File: src/rtl/core/frame_message_validator_top_macros.svh
// ----------------------------------------------------------------------------
// frame_message_validator_top_macros.svh
// Assertion macros shared by the frame message validator.
// ----------------------------------------------------------------------------
`ifndef FRAME_MESSAGE_VALIDATOR_TOP_MACROS_SVH
`define FRAME_MESSAGE_VALIDATOR_TOP_MACROS_SVH

// same-cycle implication
`define FMV_ASSERT_SAME(label, ante, cons, msg) \
	label: assert property (@(posedge clk) disable iff (!arst_n) (ante) |-> (cons)) \
		else $error(msg);

// next-cycle implication
`define FMV_ASSERT_NEXT(label, ante, cons, msg) \
	label: assert property (@(posedge clk) disable iff (!arst_n) (ante) |=> (cons)) \
		else $error(msg);

`endif

File: src/rtl/core/fmv_pkg.sv
// ----------------------------------------------------------------------------
// fmv_pkg
// Types and codes shared by the frame message validator modules.
// ----------------------------------------------------------------------------
package fmv_pkg;

	localparam logic [12:0] MAX_SIDE = 13'd4096;

	localparam int Q_DEPTH = 4;
	localparam int Q_AW    = $clog2(Q_DEPTH);

	localparam logic [2:0] OP_BEGIN  = 3'd0;
	localparam logic [2:0] OP_RECT   = 3'd1;
	localparam logic [2:0] OP_END    = 3'd2;
	localparam logic [2:0] OP_OTHER  = 3'd3;
	localparam logic [2:0] OP_STREAM = 3'd4;
	localparam logic [2:0] OP_RESET  = 3'd5;

	localparam logic [1:0] EV_BEGIN   = 2'd0;
	localparam logic [1:0] EV_RECT    = 2'd1;
	localparam logic [1:0] EV_COMMIT  = 2'd2;
	localparam logic [1:0] EV_DISCARD = 2'd3;

	localparam logic [3:0] R_ABORTED    = 4'd0;
	localparam logic [3:0] R_LAYOUT     = 4'd1;
	localparam logic [3:0] R_ID         = 4'd2;
	localparam logic [3:0] R_RECTS      = 4'd3;
	localparam logic [3:0] R_BYTES      = 4'd4;
	localparam logic [3:0] R_BEGIN      = 4'd5;
	localparam logic [3:0] R_RECT       = 4'd6;
	localparam logic [3:0] R_STREAM     = 4'd7;
	localparam logic [3:0] R_PARTIAL    = 4'd8;
	localparam logic [3:0] R_SUPERSEDED = 4'd9;
	localparam logic [3:0] R_RESET      = 4'd10;

	localparam logic [1:0] MODE_IDLE = 2'd0;
	localparam logic [1:0] MODE_IN   = 2'd1;
	localparam logic [1:0] MODE_DISC = 2'd2;

	localparam logic [2:0] CFG_MAX_PAYLOAD  = 3'd0;
	localparam logic [2:0] CFG_MAX_RECTS    = 3'd1;
	localparam logic [2:0] CFG_FULL_CODE    = 3'd2;
	localparam logic [2:0] CFG_PARTIAL_CODE = 3'd3;
	localparam logic [2:0] CFG_RGB565_CODE  = 3'd4;
	localparam logic [2:0] CFG_ABORT_MASK   = 3'd5;

	typedef struct packed {
		logic [25:0] max_payload;
		logic [15:0] max_rects;
		logic [7:0]  full_code;
		logic [7:0]  partial_code;
		logic [7:0]  rgb565_code;
		logic [7:0]  abort_mask;
	} cfg_t;

	localparam cfg_t CFG_RESET = '{
		max_payload:  26'd33554440,
		max_rects:    16'd65535,
		full_code:    8'd0,
		partial_code: 8'd1,
		rgb565_code:  8'd0,
		abort_mask:   8'd1
	};

	typedef struct packed {
		logic [2:0]  op;
		logic [25:0] len;
		logic [31:0] lo;
		logic [31:0] hi;
		logic [31:0] tl;
	} item_t;

	typedef struct packed {
		logic [1:0]  mode;
		logic [15:0] id;
		logic        partial;
		logic [7:0]  fmt;
		logic [12:0] width;
		logic [12:0] height;
		logic [31:0] hint;
		logic [15:0] rects;
		logic [31:0] bytes;
		logic        base;
	} st_t;

	typedef struct packed {
		logic [1:0]  event_res;
		logic [3:0]  reason;
		logic [15:0] frame_id;
		logic        frame_kind;
		logic [7:0]  pixel_format;
		logic [12:0] size_w;
		logic [12:0] size_h;
		logic [11:0] pos_x;
		logic [11:0] pos_y;
		logic [15:0] rect_total;
		logic [31:0] byte_total;
		logic        last;
	} res_t;

endpackage

File: src/rtl/core/fmv_check.sv
// ----------------------------------------------------------------------------
// fmv_check
// Evaluates one message header against the frame state; gives next state and
// up to two result items.
// ----------------------------------------------------------------------------
module fmv_check import fmv_pkg::*; (
	input  st_t        st,
	input  cfg_t       cfg,
	input  item_t      it,
	output st_t        st_n,
	output res_t       res0,
	output res_t       res1,
	output logic [1:0] nres
);

	function automatic res_t mk_discard(input logic [3:0] why);
		res_t r;
		r           = '0;
		r.event_res = EV_DISCARD;
		r.reason    = why;
		return r;
	endfunction

	logic [7:0]  b_type, b_fmt;
	logic [15:0] b_w, b_h;
	logic        b_ok;
	res_t        b_res;

	logic [15:0] r_x, r_y, r_w, r_h;
	logic [16:0] r_xw, r_yh;
	logic        r_ok1, r_ok;
	logic [25:0] r_prod, r_pb;
	logic [32:0] r_sum;

	logic [7:0]  e_flags;
	logic        e_fail;
	logic [3:0]  e_reason;

	assign b_type = it.lo[23:16];
	assign b_fmt  = it.lo[31:24];
	assign b_w    = it.hi[15:0];
	assign b_h    = it.hi[31:16];
	assign b_ok   = (it.len == 26'd12)
		&& ((b_type == cfg.full_code) || (b_type == cfg.partial_code))
		&& (b_fmt == cfg.rgb565_code)
		&& (b_w != 16'd0) && (b_w <= 16'(MAX_SIDE))
		&& (b_h != 16'd0) && (b_h <= 16'(MAX_SIDE));

	always_comb begin
		b_res              = '0;
		b_res.event_res    = EV_BEGIN;
		b_res.frame_id     = it.lo[15:0];
		b_res.frame_kind   = (b_type == cfg.partial_code);
		b_res.pixel_format = b_fmt;
		b_res.size_w       = b_w[12:0];
		b_res.size_h       = b_h[12:0];
		b_res.byte_total   = it.tl;
	end

	assign r_x    = it.lo[15:0];
	assign r_y    = it.lo[31:16];
	assign r_w    = it.hi[15:0];
	assign r_h    = it.hi[31:16];
	assign r_xw   = {1'b0, r_x} + {1'b0, r_w};
	assign r_yh   = {1'b0, r_y} + {1'b0, r_h};
	assign r_ok1  = (it.len >= 26'd8) && (it.len <= cfg.max_payload)
		&& (r_w != 16'd0) && (r_h != 16'd0)
		&& (st.fmt == cfg.rgb565_code)
		&& (r_xw <= 17'(st.width)) && (r_yh <= 17'(st.height));
	// side lengths fit 13 bits whenever the geometry checks pass
	assign r_prod = 26'(r_w[12:0]) * 26'(r_h[12:0]);
	assign r_pb   = {r_prod[24:0], 1'b0};
	assign r_sum  = {1'b0, st.bytes} + {7'd0, r_pb};
	assign r_ok   = r_ok1 && (it.len == (26'd8 + r_pb))
		&& (st.rects < cfg.max_rects) && !r_sum[32];

	assign e_flags = it.tl[7:0];

	always_comb begin
		e_fail   = 1'b1;
		e_reason = R_LAYOUT;
		if (it.len != 26'd9) begin
			e_reason = R_LAYOUT;
		end else if ((e_flags & cfg.abort_mask) != 8'd0) begin
			e_reason = R_ABORTED;
		end else if ((e_flags & ~cfg.abort_mask) != 8'd0) begin
			e_reason = R_LAYOUT;
		end else if (it.lo[15:0] != st.id) begin
			e_reason = R_ID;
		end else if (it.lo[31:16] != st.rects) begin
			e_reason = R_RECTS;
		end else if (it.hi != st.bytes) begin
			e_reason = R_BYTES;
		end else if (st.partial && !st.base) begin
			e_reason = R_PARTIAL;
		end else begin
			e_fail = 1'b0;
		end
	end

	always_comb begin
		st_n = st;
		res0 = '0;
		res1 = '0;
		nres = 2'd0;
		case (it.op)
			OP_BEGIN: begin
				if (!b_ok) begin
					if (st.mode != MODE_DISC) begin
						res0      = mk_discard(R_BEGIN);
						nres      = 2'd1;
						st_n.mode = MODE_DISC;
					end
				end else begin
					st_n.mode    = MODE_IN;
					st_n.id      = it.lo[15:0];
					st_n.partial = (b_type == cfg.partial_code);
					st_n.fmt     = b_fmt;
					st_n.width   = b_w[12:0];
					st_n.height  = b_h[12:0];
					st_n.hint    = it.tl;
					st_n.rects   = 16'd0;
					st_n.bytes   = 32'd0;
					if (st.mode == MODE_IN) begin
						res0 = mk_discard(R_SUPERSEDED);
						res1 = b_res;
						nres = 2'd2;
					end else begin
						res0 = b_res;
						nres = 2'd1;
					end
				end
			end
			OP_RECT: begin
				if (st.mode == MODE_IN) begin
					nres = 2'd1;
					if (!r_ok) begin
						res0      = mk_discard(R_RECT);
						st_n.mode = MODE_DISC;
					end else begin
						st_n.rects      = st.rects + 16'd1;
						st_n.bytes      = r_sum[31:0];
						res0.event_res  = EV_RECT;
						res0.size_w     = r_w[12:0];
						res0.size_h     = r_h[12:0];
						res0.pos_x      = r_x[11:0];
						res0.pos_y      = r_y[11:0];
						res0.byte_total = {6'd0, r_pb};
					end
				end
			end
			OP_END: begin
				if (st.mode == MODE_IN) begin
					nres = 2'd1;
					if (e_fail) begin
						res0      = mk_discard(e_reason);
						st_n.mode = MODE_DISC;
					end else begin
						res0.event_res    = EV_COMMIT;
						res0.frame_id     = st.id;
						res0.frame_kind   = st.partial;
						res0.pixel_format = st.fmt;
						res0.size_w       = st.width;
						res0.size_h       = st.height;
						res0.rect_total   = st.rects;
						res0.byte_total   = st.bytes;
						st_n              = '0;
						st_n.base         = 1'b1;
					end
				end
			end
			OP_STREAM: begin
				if (st.mode == MODE_IN) begin
					res0      = mk_discard(R_STREAM);
					nres      = 2'd1;
					st_n.mode = MODE_DISC;
				end
			end
			OP_RESET: begin
				if (st.mode == MODE_IN) begin
					res0 = mk_discard(R_RESET);
					nres = 2'd1;
				end
				st_n = '0;
			end
			default: begin
			end
		endcase
		if (nres == 2'd1) begin
			res0.last = 1'b1;
		end
		if (nres == 2'd2) begin
			res1.last = 1'b1;
		end
	end

endmodule

File: src/rtl/core/fmv_resq.sv
// ----------------------------------------------------------------------------
// fmv_resq
// Small result queue; takes up to two items a cycle, gives one.
// ----------------------------------------------------------------------------
module fmv_resq import fmv_pkg::*; (
	input  logic       clk,
	input  logic       arst_n,
	input  logic [1:0] push_n,
	input  res_t       d0,
	input  res_t       d1,
	input  logic       pop,
	output logic       room,
	output logic       valid,
	output res_t       head
);

	res_t              ent_q [Q_DEPTH];
	logic [Q_AW-1:0]   wr_q, rd_q, wr_p1;
	logic [Q_AW:0]     cnt_q;

	assign wr_p1 = wr_q + Q_AW'(1);
	assign room  = (cnt_q <= (Q_AW+1)'(Q_DEPTH - 2));
	assign valid = (cnt_q != '0);
	assign head  = ent_q[rd_q];

	always_ff @(posedge clk) begin
		if (push_n != 2'd0) begin
			ent_q[wr_q] <= d0;
		end
		if (push_n == 2'd2) begin
			ent_q[wr_p1] <= d1;
		end
	end

	always_ff @(posedge clk or negedge arst_n) begin
		if (!arst_n) begin
			wr_q  <= '0;
			rd_q  <= '0;
			cnt_q <= '0;
		end else begin
			wr_q  <= wr_q + Q_AW'(push_n);
			rd_q  <= rd_q + Q_AW'(pop);
			cnt_q <= cnt_q + (Q_AW+1)'(push_n) - (Q_AW+1)'(pop);
		end
	end

endmodule

File: src/rtl/core/frame_message_validator_top.sv
// ----------------------------------------------------------------------------
// frame_message_validator_top
// Checks frame protocol message headers and reports frame-level events.
// ----------------------------------------------------------------------------
// One message header is taken per cycle into an input register, checked in
// the following cycle against the frame state, and its results (none, one,
// or two for a begin that supersedes an open frame) are written to a
// four-entry result queue, from whose head the first result reaches the
// output. The output side gives one result per cycle while out_stall is low,
// so headers flow at one per cycle while each causes at most one result and
// the output is not stalled. Input stalls while the input register holds a
// header and the queue has fewer than two free entries.
// ----------------------------------------------------------------------------
`include "frame_message_validator_top_macros.svh"

module frame_message_validator_top import fmv_pkg::*; (
	input  logic        clk,
	input  logic        arst_n,
	input  logic        cfg_we,
	input  logic [2:0]  cfg_idx,
	input  logic [25:0] cfg_data,
	input  logic        in_valid,
	output logic        in_stall,
	input  logic [2:0]  opcode,
	input  logic [25:0] payload_len,
	input  logic [31:0] head_low,
	input  logic [31:0] head_high,
	input  logic [31:0] head_tail,
	output logic        out_valid,
	input  logic        out_stall,
	output logic [1:0]  event_res,
	output logic [3:0]  reason,
	output logic [15:0] frame_id,
	output logic        frame_kind,
	output logic [7:0]  pixel_format,
	output logic [12:0] size_w,
	output logic [12:0] size_h,
	output logic [11:0] pos_x,
	output logic [11:0] pos_y,
	output logic [15:0] rect_total,
	output logic [31:0] byte_total,
	output logic        last
);

	cfg_t       cfg_q;
	st_t        st_q, st_n;
	item_t      it_s1;
	logic       valid_s1;
	logic       room, adv, pop;
	res_t       res0, res1, head;
	logic [1:0] nres, push_n;

	always_ff @(posedge clk or negedge arst_n) begin
		if (!arst_n) begin
			cfg_q <= CFG_RESET;
		end else if (cfg_we) begin
			case (cfg_idx)
				CFG_MAX_PAYLOAD:  cfg_q.max_payload  <= cfg_data;
				CFG_MAX_RECTS:    cfg_q.max_rects    <= cfg_data[15:0];
				CFG_FULL_CODE:    cfg_q.full_code    <= cfg_data[7:0];
				CFG_PARTIAL_CODE: cfg_q.partial_code <= cfg_data[7:0];
				CFG_RGB565_CODE:  cfg_q.rgb565_code  <= cfg_data[7:0];
				CFG_ABORT_MASK:   cfg_q.abort_mask   <= cfg_data[7:0];
				default: begin
				end
			endcase
		end
	end

	assign adv      = valid_s1 && room;
	assign in_stall = valid_s1 && !room;

	always_ff @(posedge clk or negedge arst_n) begin
		if (!arst_n) begin
			valid_s1 <= 1'b0;
		end else if (!in_stall) begin
			valid_s1 <= in_valid;
		end
	end

	always_ff @(posedge clk) begin
		if (in_valid && !in_stall) begin
			it_s1 <= '{op: opcode, len: payload_len, lo: head_low, hi: head_high,
				tl: head_tail};
		end
	end

	fmv_check u_check (
		.st   (st_q),
		.cfg  (cfg_q),
		.it   (it_s1),
		.st_n (st_n),
		.res0 (res0),
		.res1 (res1),
		.nres (nres)
	);

	always_ff @(posedge clk or negedge arst_n) begin
		if (!arst_n) begin
			st_q <= '0;
		end else if (adv) begin
			st_q <= st_n;
		end
	end

	assign push_n = adv ? nres : 2'd0;
	assign pop    = out_valid && !out_stall;

	fmv_resq u_resq (
		.clk    (clk),
		.arst_n (arst_n),
		.push_n (push_n),
		.d0     (res0),
		.d1     (res1),
		.pop    (pop),
		.room   (room),
		.valid  (out_valid),
		.head   (head)
	);

	assign event_res    = head.event_res;
	assign reason       = head.reason;
	assign frame_id     = head.frame_id;
	assign frame_kind   = head.frame_kind;
	assign pixel_format = head.pixel_format;
	assign size_w       = head.size_w;
	assign size_h       = head.size_h;
	assign pos_x        = head.pos_x;
	assign pos_y        = head.pos_y;
	assign rect_total   = head.rect_total;
	assign byte_total   = head.byte_total;
	assign last         = head.last;

	`FMV_ASSERT_SAME(a_two_last, adv && (nres == 2'd2), !res0.last && res1.last, "last misplaced")
	`FMV_ASSERT_NEXT(a_commit_idle, adv && (nres != 2'd0) && (res0.event_res == EV_COMMIT), st_q.mode == MODE_IDLE, "no idle after commit")
	`FMV_ASSERT_SAME(a_disc_quiet, adv && (st_q.mode == MODE_DISC) && ((it_s1.op == OP_RECT) || (it_s1.op == OP_END)), nres == 2'd0, "result while discarding")

endmodule

File: config.mk
export PLATFORM = sky130hd
export DESIGN_NAME = frame_message_validator_top
export DESIGN_NICKNAME = d
export VERILOG_FILES = /design/src/rtl/core/fmv_pkg.sv /design/src/rtl/core/fmv_check.sv /design/src/rtl/core/fmv_resq.sv /design/src/rtl/core/frame_message_validator_top.sv
export VERILOG_INCLUDE_DIRS = /design/src /design/src/rtl/core
export SDC_FILE = /design/constraint.sdc
export NUM_CORES = 2
export LEC_CHECK = 0
export BUFFER_PORTS_ARGS = -buffer_cell sky130_fd_sc_hd__buf_2
export CAP_MARGIN = 25
export CORE_AREA = 2 2 371 373
export DETAILED_ROUTE_END_ITERATION = 6
export DIE_AREA = 0 0 373 375
export PLACE_DENSITY_LB_ADDON = 0.25
export SKIP_CTS_REPAIR_TIMING = 1
export SYNTH_ARGS = -nofsm -noshare
export SYNTH_HDL_FRONTEND = slang
export SYNTH_SLANG_ARGS = --single-unit
File: constraint.sdc
create_clock -name clk -period 24.3 [get_ports clk]
set_input_delay 4.86 -clock clk [delete_from_list [all_inputs] [get_ports clk]]
set_output_delay 4.86 -clock clk [all_outputs]
set_load 0.02 [all_outputs]
Word-level counts from Yosys, hierarchy flattened
Memories as Yosys holds them, arrays and structs flattened.
Index checks and enable logic that the tools add are counted.
{ "classes": {"n_addsub": 10, "n_mul": 1, "magnitude_cmp": 8, "eq_ne": 32, "muxes": 60, "n_bitwise": 3, "n_reduce_logical": 49} }
{ "op_table": {"columns": ["cell", "n"], "rows": [
  ["two-way mux 130 bit", 9],
  ["case mux 130 bit (5 select lines)", 1],
  ["case mux 83 bit (3 select lines)", 1],
  ["case mux 48 bit (4 select lines)", 1],
  ["two-way mux 48 bit", 3],
  ["two-way mux 134 bit", 1],
  ["two-way mux 132 bit", 1],
  ["two-way mux 131 bit", 1],
  ["two-way mux 124 bit", 1],
  ["two-way mux 51 bit", 1],
  ["two-way mux 50 bit", 1],
  ["adder 16 x 16 -> 17 bit", 2],
  ["less-or-equal comparator 17 x 13 -> 1 bit", 2],
  ["adder 32 x 26 -> 33 bit", 1],
  ["equality test 8 bit", 4],
  ["less-or-equal comparator 16 x 13 -> 1 bit (second input constant)", 2],
  ["two-way mux 4 bit", 8],
  ["inequality test 16 bit", 2],
  ["inequality test 32 bit", 1],
  ["nonzero test 16 bit", 2],
  ["two-way mux 28 bit", 1],
  ["adder 4 x 26 -> 26 bit (first input constant)", 1],
  ["equality test 26 bit", 1],
  ["equality test 26 x 4 -> 1 bit (second input constant)", 1],
  ["other kinds (42)", 114]
]} }
{ "word_totals": {"reg_bits": 309, "ram_bits": 520, "input_bits": 159, "output_inout_bits": 132, "mem_count": 1} }
{ "mem_list": {"columns": ["memory", "words", "width", "read_ports", "rd_ports_with_merged_regs", "wr", "line", "rtl"], "rows": [
  ["u_resq.ent_q", 4, 130, 1, 0, 2, "fmv_resq.sv:17", "res_t ent_q [Q_DEPTH];"]
]} }

Longest topological paths before layout
{ "depth": {"word_depth": 14, "depth_mapped": 37} }

By module
Synthesis repeated with hierarchy kept, for this count alone.
{ "unflattened": {"cells_unflattened": 4305, "area_unflattened_um2": 54700.0} }
{ "by_module_without_submodules": {"columns": ["mod", "instances", "cells_per_inst", "area_per_inst_um2"], "rows": [
  ["fmv_resq", 1, 1296, 25519.5],
  ["fmv_check", 1, 2432, 17586.9],
  ["frame_message_validator_top", 1, 577, 11593.6]
]} }

Least setup slack after synthesis
Ideal clock, no wire load.
{ "synth_timing": {"path_kind": "flip-flop to flip-flop", "startpoint": "register it_s1[49] (netlist bit)", "endpoint": "register st_q[17] (netlist bit)", "setup_ps": 125, "arrival_ps": 8484, "required_ps": 24175, "path_slack_ps": 15691, "stages_incl_launch_ff": 34, "path_cell_list": "edfxtp_1 > clkbuf_1 > buf_1 > nand2_1 > fa_1 > fa_1 > fa_1 > inv_1 > fa_1 > inv_1 > fa_1 > inv_1 > ha_1 > buf_2 > or3_1 > a21oi_1 > a211oi_2 > nor4_1 > o21ai_0 > and2_1 > buf_2 > ha_1 > and3_1 > a31oi_1 > o211ai_1 > a21oi_1 > o31ai_1 > or4b_1 > nor4b_2 > nand4_1 > nand4bb_4 > o21ai_1 > buf_2 > mux2_2"} }
{ "synth_via": {"elab_chain_cells": 10, "word_cells_on_any_way": 32, "classes_between": "add/sub: 3; mul: 1; order compare: 2; eq/ne: 5; mux: 9; reduce/logical: 12"} }
{ "synth_lines": {"columns": ["item", "line", "rtl"], "rows": [
  ["from (decl)", "frame_message_validator_top.sv:47", "item_t it_s1;"],
  ["from (signal assigned)", "frame_message_validator_top.sv:83", "it_s1 <= '{op: opcode, len: payload_len, lo: head_low, hi: head_high,"],
  ["parallel branches: the longest is 10 deep, another holds adder 4 x 26 -> 26 bit", null, null],
  ["to (signal assigned)", "frame_message_validator_top.sv:102", "st_q <= st_n;"],
  ["to (decl)", "frame_message_validator_top.sv:46", "st_t st_q, st_n;"]
]} }
Parallel ways; which one is timed is not known. The select of a mux whose other input is x is not followed.
A chain may end at the register's enable or synchronous reset.

==> metrics <==
Num CTS Buffers=94; Area contributors post-synth=edfxtp_1, dfrtp_1, dfxtp_1, mux4_2, ha_1; Final Setup Violations=0; CTS H-tree depth=3; die area=0.1399 mm²; launch point of the worst reg-to-reg path=it_s1[41]; vias=36570; post-synthesis cell type count=117; Synth area leader=edfxtp_1; YS warnings=0; Slew @ Worst Pin=1.113 ns; Mapped Cells=4172; Post-DRT Antenna Nets=0; Placed Area=0.05031 mm²; Post-synth EDFFs=461; Worst setup SP type=register; crit path to=u_resq.ent_q[3][81]; initial antenna violation count=3; Max FO, Critical Path=26; die width=373 µm; Max-Cap Viols=0; share of cells above drive strength 1=0.1773; largest family of logic cells by synthesized area=compound AO/OA/AOI/OAI gates; Syn Nets=4654; DRC=3; Hold Path Class=reg -> reg; Worst-path clk slew=0.06 ns; # nets final=4795; Crit path largest cell delay=0.96 ns; FF+latch count, synth=828; row count=136; Post-Syn Area=0.04722 mm²; CTS sink count=828; Yosys top cell area share=0.2932; max-slew violations=0; skew final=0.03253 ns; Design Area, Final=0.05361 mm²; reg2reg setup slack=13.97 ns; Die Y=375 µm; crit path time final=10.33 ns; GRT Total Usage=0.2419; Synth-to-Final Area Change=13.53%; largest net degree at the start of global routing=77; hold slack final=0.4577 ns; core area=0.1363 mm²; final-report hold violation count=0; crit path from=it_s1[41]; failing checks=DRC; Compound-Gate Fraction of Synth Area=0.1556; num ports=291; final period utilization=0.4251; f_max=0.09681 GHz; root buffer cell=clkbuf_16; WS Path Type=reg -> reg; Critical Path End Type=register; Synth Flop Type=edfxtp_1; vias in the first global route=35610; most common cell in the netlist=edfxtp_1; Synth Area in Simple Gates=0.1091; RSZ-0062 raised after global routing=false; sequential fraction of the synthesis area=0.4687; TritonCTS clock tree=yes; filler cell count in the final layout=13100; CP arrival=10.90 ns; Routed WL=171.9 mm; gr ovfl total=0; setup TNS=0 ns; global-route wire length before repair=251.2 mm; Slew HR=0.2581; CTS Buffer Depth=3; Slowest-stage cell, CP=edfxtp_1; Final HPWL DP=116.5 mm; Post-Synth Adder-Cell Area=0.1053; outcome=finished, violations left; mux cell area share after synthesis=0.07234; post-DR vias/cell=5.909; path depth of the worst reg2reg path=28; Initial DRC Count=4195; mean area per synthesized cell=11.32 µm²; Pre-Repair DR Iteration Count=7; Post-synth ARST share=0.2210; Initial Utilization=0.3465; Routed WL per cell=27.78 µm; worst endpoint required time=24.87 ns; gpl congestion=0.9654; top cells by instance count after synthesis=edfxtp_1, nand2_1, inv_1; reg2reg end=u_resq.ent_q[3][81]; clk_lat worst skew=0.72 ns; # port buffers=290; Post-Synth XOR/XNOR Area=0.03969; Critical Path Most Common Cell=fa_1
[critical path, delay by kind of cell (launching register included)]
kind / cells / cell delay (ns)
buffers and inverters: 3 / 0.14
and+or+nand+nor: 9 / 2.68
AOI/OAI and AO/OA: 9 / 2.96
adders and majority gates: 7 / 3.37
DFF: 1 / 0.96
[final cells by class]
class	instances	area [µm²]	area share
multi-input cells	2764	22920	0.4275
repair buffers	369	2145	0.04000
inverters	256	970.9	0.01811
clock inverters	42	490.5	0.009148
clock buffers	134	2699	0.05034
diodes	1	2.502	0.00004668
well taps	1794	2245	0.04187
flip-flops and latches	828	22140	0.4129
[routing by layer]
metal  up-vias  wire (µm)  GRT usage
li1      15960          -          -
met1     18580      74900     0.3494
met2      1789      76270     0.3683
met3       240      15630    0.04146
met4         2       5098    0.07624
met5         -         13          0
[through the flow]
| step | std cells | util | setup slack (ns) |
|---|---|---|---|
| 2_1_floorplan | 4172 | - | 15.69 |
| 3_3_place_gp | 6005 | 0.3689 | 14.32 |
| 3_5_place_dp | 6006 | 0.3691 | 14.10 |
| 4_1_cts | 6182 | 0.3925 | 14.08 |
| 5_1_grt | 6187 | 0.3933 | 13.48 |
| 6_report | 6188 | 0.3933 | 13.97 |
[cells by family (layout without fill, tap and decap cells)]
| kind of cell | after synthesis | in the layout |
|---|---|---|
| AO/OA/AOI/OAI | 1054 | 1054 |
| XOR/XNOR | 199 | 199 |
| adder cells (fa/ha/maj) | 323 | 323 |
| buffers and inverters | 580 | 801 |
| flip-flops | 828 | 828 |
| multiplexers | 174 | 174 |
| other | 0 | 1 |
| AND/OR/NAND/NOR | 1014 | 1014 |
[worst min-delay path by stage]
stage,endpoint,slack [ns],cells past startpoint,start
2_1_floorplan,u_resq.ent_q[2][126],0.42,2,u_resq.ent_q[2][126]
3_3_place_gp,u_resq.ent_q[2][126],0.43,2,u_resq.ent_q[2][126]
3_5_place_dp,u_resq.ent_q[3][126],0.44,2,u_resq.ent_q[3][126]
4_1_cts,u_resq.ent_q[3][126],0.46,2,u_resq.ent_q[3][126]
5_1_grt,u_resq.ent_q[3][129],0.48,2,u_resq.ent_q[3][129]
6_report,u_resq.ent_q[2][126],0.46,2,u_resq.ent_q[2][126]
[flip-flops by register name, summed over array words and instances, names as in the netlist]
register      count
cfg_q            74
u_resq.wr_q       2
u_resq.rd_q       2
it_s1           125
st_q            101
valid_s1          1
u_resq.cnt_q      3
u_resq.ent_q    520
[cell usage in the layout (no fill, tap or decap), types with 52 or more instances in the layout]
cell type	n
buf_2	289
inv_1	251
ha_1	199
dfrtp_1	161
nand4_1	52
nand2_1	385
a22o_1	102
nor2_1	77
o22ai_1	233
a21oi_1	119
dfxtp_1	184
edfxtp_1	461
clkbuf_16	99
a32o_1	104
xnor2_1	150
o21ai_0	236
and2_1	79
mux4_2	130
buf_4	73
fa_1	124
nand3_1	195
Power is not shown: default switching activity piles up to over one toggle a cycle in this logic, so the estimate is an artifact.
